<file path="src/rflt_ram.sv">
// Generic single-port synchronous RAM with a registered read.
module rflt_ram #(
  parameter int WIDTH = 8,
  parameter int DEPTH = 16
) (
  input  logic                     clk,
  input  logic                     we,
  input  logic [$clog2(DEPTH)-1:0] addr,
  input  logic [WIDTH-1:0]         wdata,
  output logic [WIDTH-1:0]         rdata
);
  logic [WIDTH-1:0] mem [DEPTH];

  always_ff @(posedge clk) begin
    if (we) begin
      mem[addr] <= wdata;
    end
    rdata <= mem[addr];
  end
endmodule

</file>
<file path="config.mk">
export PLATFORM = sky130hd
export DESIGN_NAME = rflt_ram
export DESIGN_NICKNAME = d
export VERILOG_FILES = /design/src/rflt_ram.sv
export SDC_FILE = /design/constraint.sdc
export NUM_CORES = 1
export LEC_CHECK = 0
export CAP_MARGIN = 20
export CORE_MARGIN = 3
export CORE_UTILIZATION = 53
export CTS_CLUSTER_DIAMETER = 60
export DETAILED_ROUTE_END_ITERATION = 8
export DONT_BUFFER_PORTS = 1
export HOLD_SLACK_MARGIN = 0.08
export PLACE_DENSITY = 0.75
export SLEW_MARGIN = 20
export SYNTH_ARGS = -nofsm -noshare
export SYNTH_HDL_FRONTEND = slang
export SYNTH_SLANG_ARGS = --single-unit
</file>
<file path="constraint.sdc">
create_clock -name clk -period 2.9 [get_ports clk]
set_input_delay 0.435 -clock clk [delete_from_list [all_inputs] [get_ports clk]]
set_output_delay 0.435 -clock clk [all_outputs]
set_load 0.02 [all_outputs]
</file>
==> results.json, run 1 <==
{
  "ys.flop_type": "edfxtp_1",
  "cts_buffers": 17,
  "drt_iter0_markers": 193,
  "synth_largest_area_cell": "edfxtp_1",
  "yosys_warnings": 0,
  "h-tree-depth": 4,
  "synth_common_cells": "128 x edfxtp_1, 32 x mux4_2, 16 x a22oi_1",
  "dp_hpwl_um": 5660,
  "cap_violations": 0,
  "ys_seq_area_share_pct": 79.0,
  "drv_slew": 0,
  "worstPathArrival_ns": 1.68,
  "grt_pass1_wl_um": 14800,
  "rsz0062_at_grt": "false",
  "finalSetupViolCount": 0,
  "relSlewSlack_pct": 38.0,
  "status": "complete, no violations",
  "nets": 264,
  "path_class": "in -> reg",
  "cp-start-kind": "input port",
  "seqPwrFrac_pct": 49.6,
  "wl_um": 9430,
  "swShare_pct": 20.3,
  "leakagePower_nw": 1.87,
  "p_total_mw": 4.49,
  "syn_inst": 230,
  "final_cell_area_mm2": 0.00587,
  "antenna_left": 0,
  "multi_input_area_mm2": 0.00100,
  "tns_ns": 0,
  "crit_chain": "or3b_2, nor3_1, buf_4",
  "r2r-end": "rdata[5]",
  "n_fill_cell": 619,
  "ys_top_cells_by_area": "edfxtp_1 76%, mux4_2 14%, dfxtp_1 3.2%, a22oi_1 2.4%, nor2_1 0.96%",
  "die_h_um": 104,
  "synth_cell_type_count": 18,
  "required_ns": 3.13,
  "grtUsageTotal_pct": 19.3,
  "r2r_slack_ns": 1.45,
  "core_area_mm2": 0.00928,
  "dr.pass1.iters": 4,
  "finClkSkew_ns": 0.00703,
  "drive_gt1_share_pct": 25.5,
  "syn_nets": 244,
  "cts_sinks": 136,
  "min_path_cells": 1,
  "hold_viol": 0,
  "rows": 35,
  "powerDensity_mw_per_mm2": 765,
  "grt_max_degree": 40,
  "synthToLayoutAreaGrowth_pct": 15.8,
  "place_area_mm2": 0.00520,
  "hp-class": "in -> reg",
  "worst_pin_slew_ns": 0.927,
  "die_x_um": 104,
  "p_comb_share_pct": 3.3,
  "grt-ovfl-total": 0,
  "num_vias": 2300,
  "grt_pass1_vias": 2489,
  "slowest_delay_ns": 0.52,
  "io_pins": 22,
  "r2r_start": "mem[2][5]",
  "start_util_pct": 54.6,
  "antenna_found_initial": 1,
  "clock_path_buffers": 2,
  "synth_edf_count": 128,
  "synth_top_area_share_pct": 75.9,
  "p_clk_share_pct": 47.1,
  "min_to": "mem[0][1]",
  "root_buffer": "clkbuf_8",
  "die_area_mm2": 0.0108,
  "vias_per_cell": 5.87,
  "clkTransAtPathRegs_ns": 0.06,
  "synth_most_common_cell": "edfxtp_1",
  "r2r_cells": 3,
  "async_flop_share_pct": 0,
  "post_drt_wl_per_cell_um": 24.1,
  "fmax_mhz": 690,
  "hp-start": "addr[1]",
  "gp_congestion": 0.799,
  "io_buffers": 0,
  "intPower_mw": 3.58,
  "synth.avg_cell_area_um2": 22.0,
  "min_period_over_period_pct": 50.0,
  "synth_area_mm2": 0.00507,
  "cp_slowest_cell": "or3b_2",
  "crit_fanout": 8,
  "drc": 0,
  "regArea_mm2": 0.00400,
  "holdWs_ns": 0.199,
  "p_switching_mw": 0.911,
  "cts_tree": "yes",
  "end_kind": "register",
  "period_minus_slack_ns": 1.45,
  "postSynthRegisterBits": 136,
  "antenna_cells": 0,
  "peakVddDrop_mv": 0.383,
  "worstSkewPairLatency_ns": 0.52,
  "cts_setup_buffers": 0
}
[kinds of logic (layout without fill, tap and decap cells)]
kind of cell,count (synthesis),in the layout,share of synthesized area (%)
DFF,136,136,79.0
muxes,32,32,14.2
buffers and inverters,11,44,1.19
and+or+nand+nor,35,35,3.21
AOI/OAI and AO/OA,16,16,2.37
[cells in the final DEF, fill, tap and decap left out, drive strengths merged, types with 3 or more instances in the layout]
| cell | n |
|---|---|
| edfxtp | 128 |
| dfxtp | 8 |
| inv | 3 |
| nor2 | 13 |
| dlygate4sd3 | 8 |
| mux4 | 32 |
| clkbuf | 17 |
| a22oi | 16 |
| clkinv | 7 |
| nor3 | 4 |
| buf | 4 |
| bufinv | 3 |
| nand2 | 9 |
[layer usage]
metal	GRT usage (%)	vias up	part of all wire, %
met3	6.17	17	5.9
li1	-	1006	-
met2	30.5	89	51
met5	0	-	0.14
met1	25.1	1186	41
met4	8.07	2	1.7
[stage by stage]
step / cells / util (%) / setup slack (ns)
after floorplan: 230 / - / 0.972
after global placement: 352 / 56.0 / 1.04
after detailed placement: 352 / 56.0 / 0.935
after CTS: 392 / 63.2 / 1.44
after global routing: 392 / 63.2 / 1.37
final: 392 / 63.2 / 1.45
[flip-flops by register name (all words and copies together), names as in the netlist]
| name | flops |
|---|---|
| mem | 128 |
| rdata | 8 |
[layout make-up]
type / instances / area share, %
Timing Repair Buffer: 12 / 1.88
Multi-Input combinational cell: 83 / 17.1
Tap cell: 129 / 2.75
Sequential cell: 136 / 68.2
Clock inverter: 15 / 2.99
Clock buffer: 17 / 7.06
[power groups by stage]
stage          Clock (mW)  Combinational [mW]  Sequential, mW
2_1_floorplan           0               0.113            2.26
3_3_place_gp            0               0.113            2.27
3_5_place_dp            0               0.116            2.27
4_1_cts              2.14               0.152            2.23
5_1_grt              2.25               0.161            2.23
6_report             2.11               0.148            2.23
[repair_timing]
action                    CTS  global route
hold endpoints to repair  128             0
hold buffers                8             0
gates resized for setup     0             0
[worst max-delay path, delay by kind of cell]
kind / cells / cell delay [ns]
buffers and inverters: 1 / 0.25
and+or+nand+nor: 2 / 0.99
[how the worst max path moves through the flow]
stage	from	end	slack, ns	depth (start not counted)
2_1_floorplan	addr[2]	mem[0][0]	0.97	2
3_3_place_gp	addr[2]	mem[1][2]	1.04	2
3_5_place_dp	addr[2]	mem[0][4]	0.94	3
4_1_cts	addr[2]	mem[0][3]	1.44	3
5_1_grt	addr[2]	mem[0][3]	1.37	3
6_report	addr[2]	mem[0][3]	1.45	3
Power figures use the tool's default switching activity.
==> inputs of run 2 (changes only) <==
- clock period: 2.9 -> 1.5 ns (I/O delays scaled with it)
==> run 2 against run 1 <==
  * Worst setup slack got worse by 1.4 ns
  * Core utilization rose by 2.2 points
  * Sequential share of layout area fell by 2.3 points
  * Total power rose by 91%
  * Clock power rose by 85%
  * Wire length rose by 7.3%
  * First-iteration DRC count rose by 34%
  * Hold slack got worse by 0.10 ns
  * Largest cell class unchanged
==> results.json, run 2 (synthesized netlist as in run 1, its figures left out) <==
{
  "slowest_delay_ns": 0.57,
  "rows": 35,
  "antenna_found_initial": 1,
  "finalSetupViolCount": 0,
  "post_drt_wl_per_cell_um": 24.6,
  "worstSkewPairLatency_ns": 0.51,
  "r2r_cells": 3,
  "finClkSkew_ns": 0.00568,
  "cp_slowest_cell": "dlygate4sd3_1",
  "powerDensity_mw_per_mm2": 1410,
  "synthToLayoutAreaGrowth_pct": 19.9,
  "min_path_cells": 3,
  "intPower_mw": 6.90,
  "tns_ns": 0,
  "largest_reg_flops": 128,
  "worstPathArrival_ns": 1.63,
  "path_class": "in -> reg",
  "dp_hpwl_um": 5710,
  "cts_sinks": 136,
  "drive_gt1_share_pct": 32.4,
  "min_period_over_period_pct": 94.3,
  "drc": 0,
  "min_to": "rdata[1]",
  "leakagePower_nw": 1.97,
  "cp-start-kind": "input port",
  "end_kind": "register",
  "h-tree-depth": 4,
  "swShare_pct": 19.4,
  "die_h_um": 104,
  "cts_buffers": 17,
  "final_cell_area_mm2": 0.00607,
  "peakVddDrop_mv": 0.989,
  "drt_iter0_markers": 258,
  "wl_um": 10100,
  "p_comb_share_pct": 4.1,
  "grt_pass1_vias": 2604,
  "regArea_mm2": 0.00400,
  "clock_path_buffers": 2,
  "num_vias": 2397,
  "seqPwrFrac_pct": 50.4,
  "die_x_um": 104,
  "required_ns": 1.72,
  "crit_fanout": 8,
  "status": "complete, no violations",
  "drv_slew": 0,
  "r2r_slack_ns": 0.11,
  "worst-path-buf-inv": 2,
  "gp_congestion": 0.752,
  "grt_max_degree": 40,
  "fin_ws_ns": 0.0854,
  "multi_input_area_mm2": 0.00104,
  "final_cell_mix": "128 x edfxtp_1, 32 x mux4_2, 16 x a22oi_1, 16 x clkbuf_16, 15 x buf_4",
  "dr.pass1.iters": 4,
  "antenna_left": 0,
  "hold_viol": 0,
  "r2r_start": "mem[11][7]",
  "hp-start": "addr[0]",
  "place_area_mm2": 0.00538,
  "die_area_mm2": 0.0108,
  "grtUsageTotal_pct": 20.4,
  "vias_per_cell": 5.83,
  "crit_family": "buffers and inverters",
  "period_minus_slack_ns": 1.41,
  "cts-resized-gates": 0,
  "io_pins": 22,
  "p_clk_share_pct": 45.5,
  "r2r-end": "rdata[7]",
  "p_switching_mw": 1.66,
  "rsz0062_at_grt": "false",
  "root_buffer": "clkbuf_8",
  "regMostFlops": "mem",
  "worst_pin_slew_ns": 0.819,
  "reg.largest.list": "mem (128), rdata (8)",
  "post-place-ws_ns": 0.115,
  "core_area_mm2": 0.00928,
  "io_buffers": 0,
  "final_common_cell": "edfxtp_1",
  "cts_tree": "yes",
  "nets": 283,
  "hp-class": "in -> reg",
  "relSlewSlack_pct": 45.3,
  "crit_chain": "or3b_2, nor3_2, dlygate4sd3_1, buf_4",
  "cap_violations": 0,
  "p_total_mw": 8.56,
  "fmax_mhz": 707,
  "n_fill_cell": 628,
  "grt_pass1_wl_um": 15800,
  "clkTransAtPathRegs_ns": 0.05,
  "grt-ovfl-total": 0,
  "start_util_pct": 54.6
}
[run 2: cell types whose count changed in the layout (fill, tap and decap cells not counted)]
| cell | previous run | this run |
|---|---|---|
| clkinvlp_4 | 2 | 1 |
| dlygate4sd3_1 | 8 | 12 |
| nor2_2 | 0 | 12 |
| buf_12 | 0 | 4 |
| nor3_1 | 4 | 3 |
| buf_4 | 4 | 15 |
| clkinv_4 | 3 | 0 |
| clkinv_1 | 2 | 3 |
| clkinv_2 | 2 | 5 |
| clkbuf_1 | 0 | 2 |
| nor3_2 | 0 | 1 |
| diode_2 | 0 | 1 |
| inv_6 | 3 | 0 |
| nor2_1 | 13 | 1 |
[run 2: worst max-delay path by stage]
stage                          start  depth (start not counted)         end
final                        addr[2]                          4   mem[0][3]
after detailed placement     addr[2]                          3   mem[0][7]
after floorplan              addr[1]                          3  mem[12][0]
after global placement       addr[2]                          3   mem[0][0]
after CTS                 mem[11][7]                          3    rdata[7]
after global routing         addr[2]                          4   mem[0][5]
[run 2: cell type report]
class | count | share of cell area (%)
Multi-Input combinational cell | 83 | 17.1
Timing Repair Buffer | 31 | 5.15
Antenna cell | 1 | 0.0412
Tap cell | 129 | 2.66
Sequential cell | 136 | 65.9
Clock inverter | 12 | 2.20
Clock buffer | 19 | 6.94
[run 2: through the flow]
stage,util (%),std cells,hold slack (ns)
after floorplan,-,230,0.324
after global placement,57.9,366,0.325
after detailed placement,57.9,366,0.324
after CTS,65.3,409,0.0748
after global routing,65.4,411,0.0890
final,65.4,411,0.0956
[run 2: timing repair]
| action | 4_1_cts | 5_1_grt |
|---|---|---|
| hold buffers | 12 | 1 |
| endpoints found under the hold margin | 154 | 1 |
| endpoints found under the setup margin | 0 | 0 |
| buffers inserted | 0 | 0 |
[run 2: metal layers]
metal | part of all wire (%) | global-route usage (%) | vias up
met5 | 0 | 0 | -
met4 | 1.1 | 5.03 | 0
met3 | 11 | 7.41 | 13
met2 | 48 | 30.3 | 127
met1 | 40 | 29.5 | 1216
li1 | - | - | 1041
[run 2: tightest hold or removal path, cell delays in order]
cell and delay (ns):
mux4_2 0.19, a22oi_1 0.09, nand2_1 0.06
[run 2: power by group through the flow]
stage          Combinational, mW  Clock, mW  Sequential [mW]
2_1_floorplan              0.226          0             4.38
3_3_place_gp               0.246          0             4.39
3_5_place_dp               0.249          0             4.39
4_1_cts                    0.347       3.95             4.32
5_1_grt                    0.373       4.13             4.32
6_report                   0.347       3.90             4.32
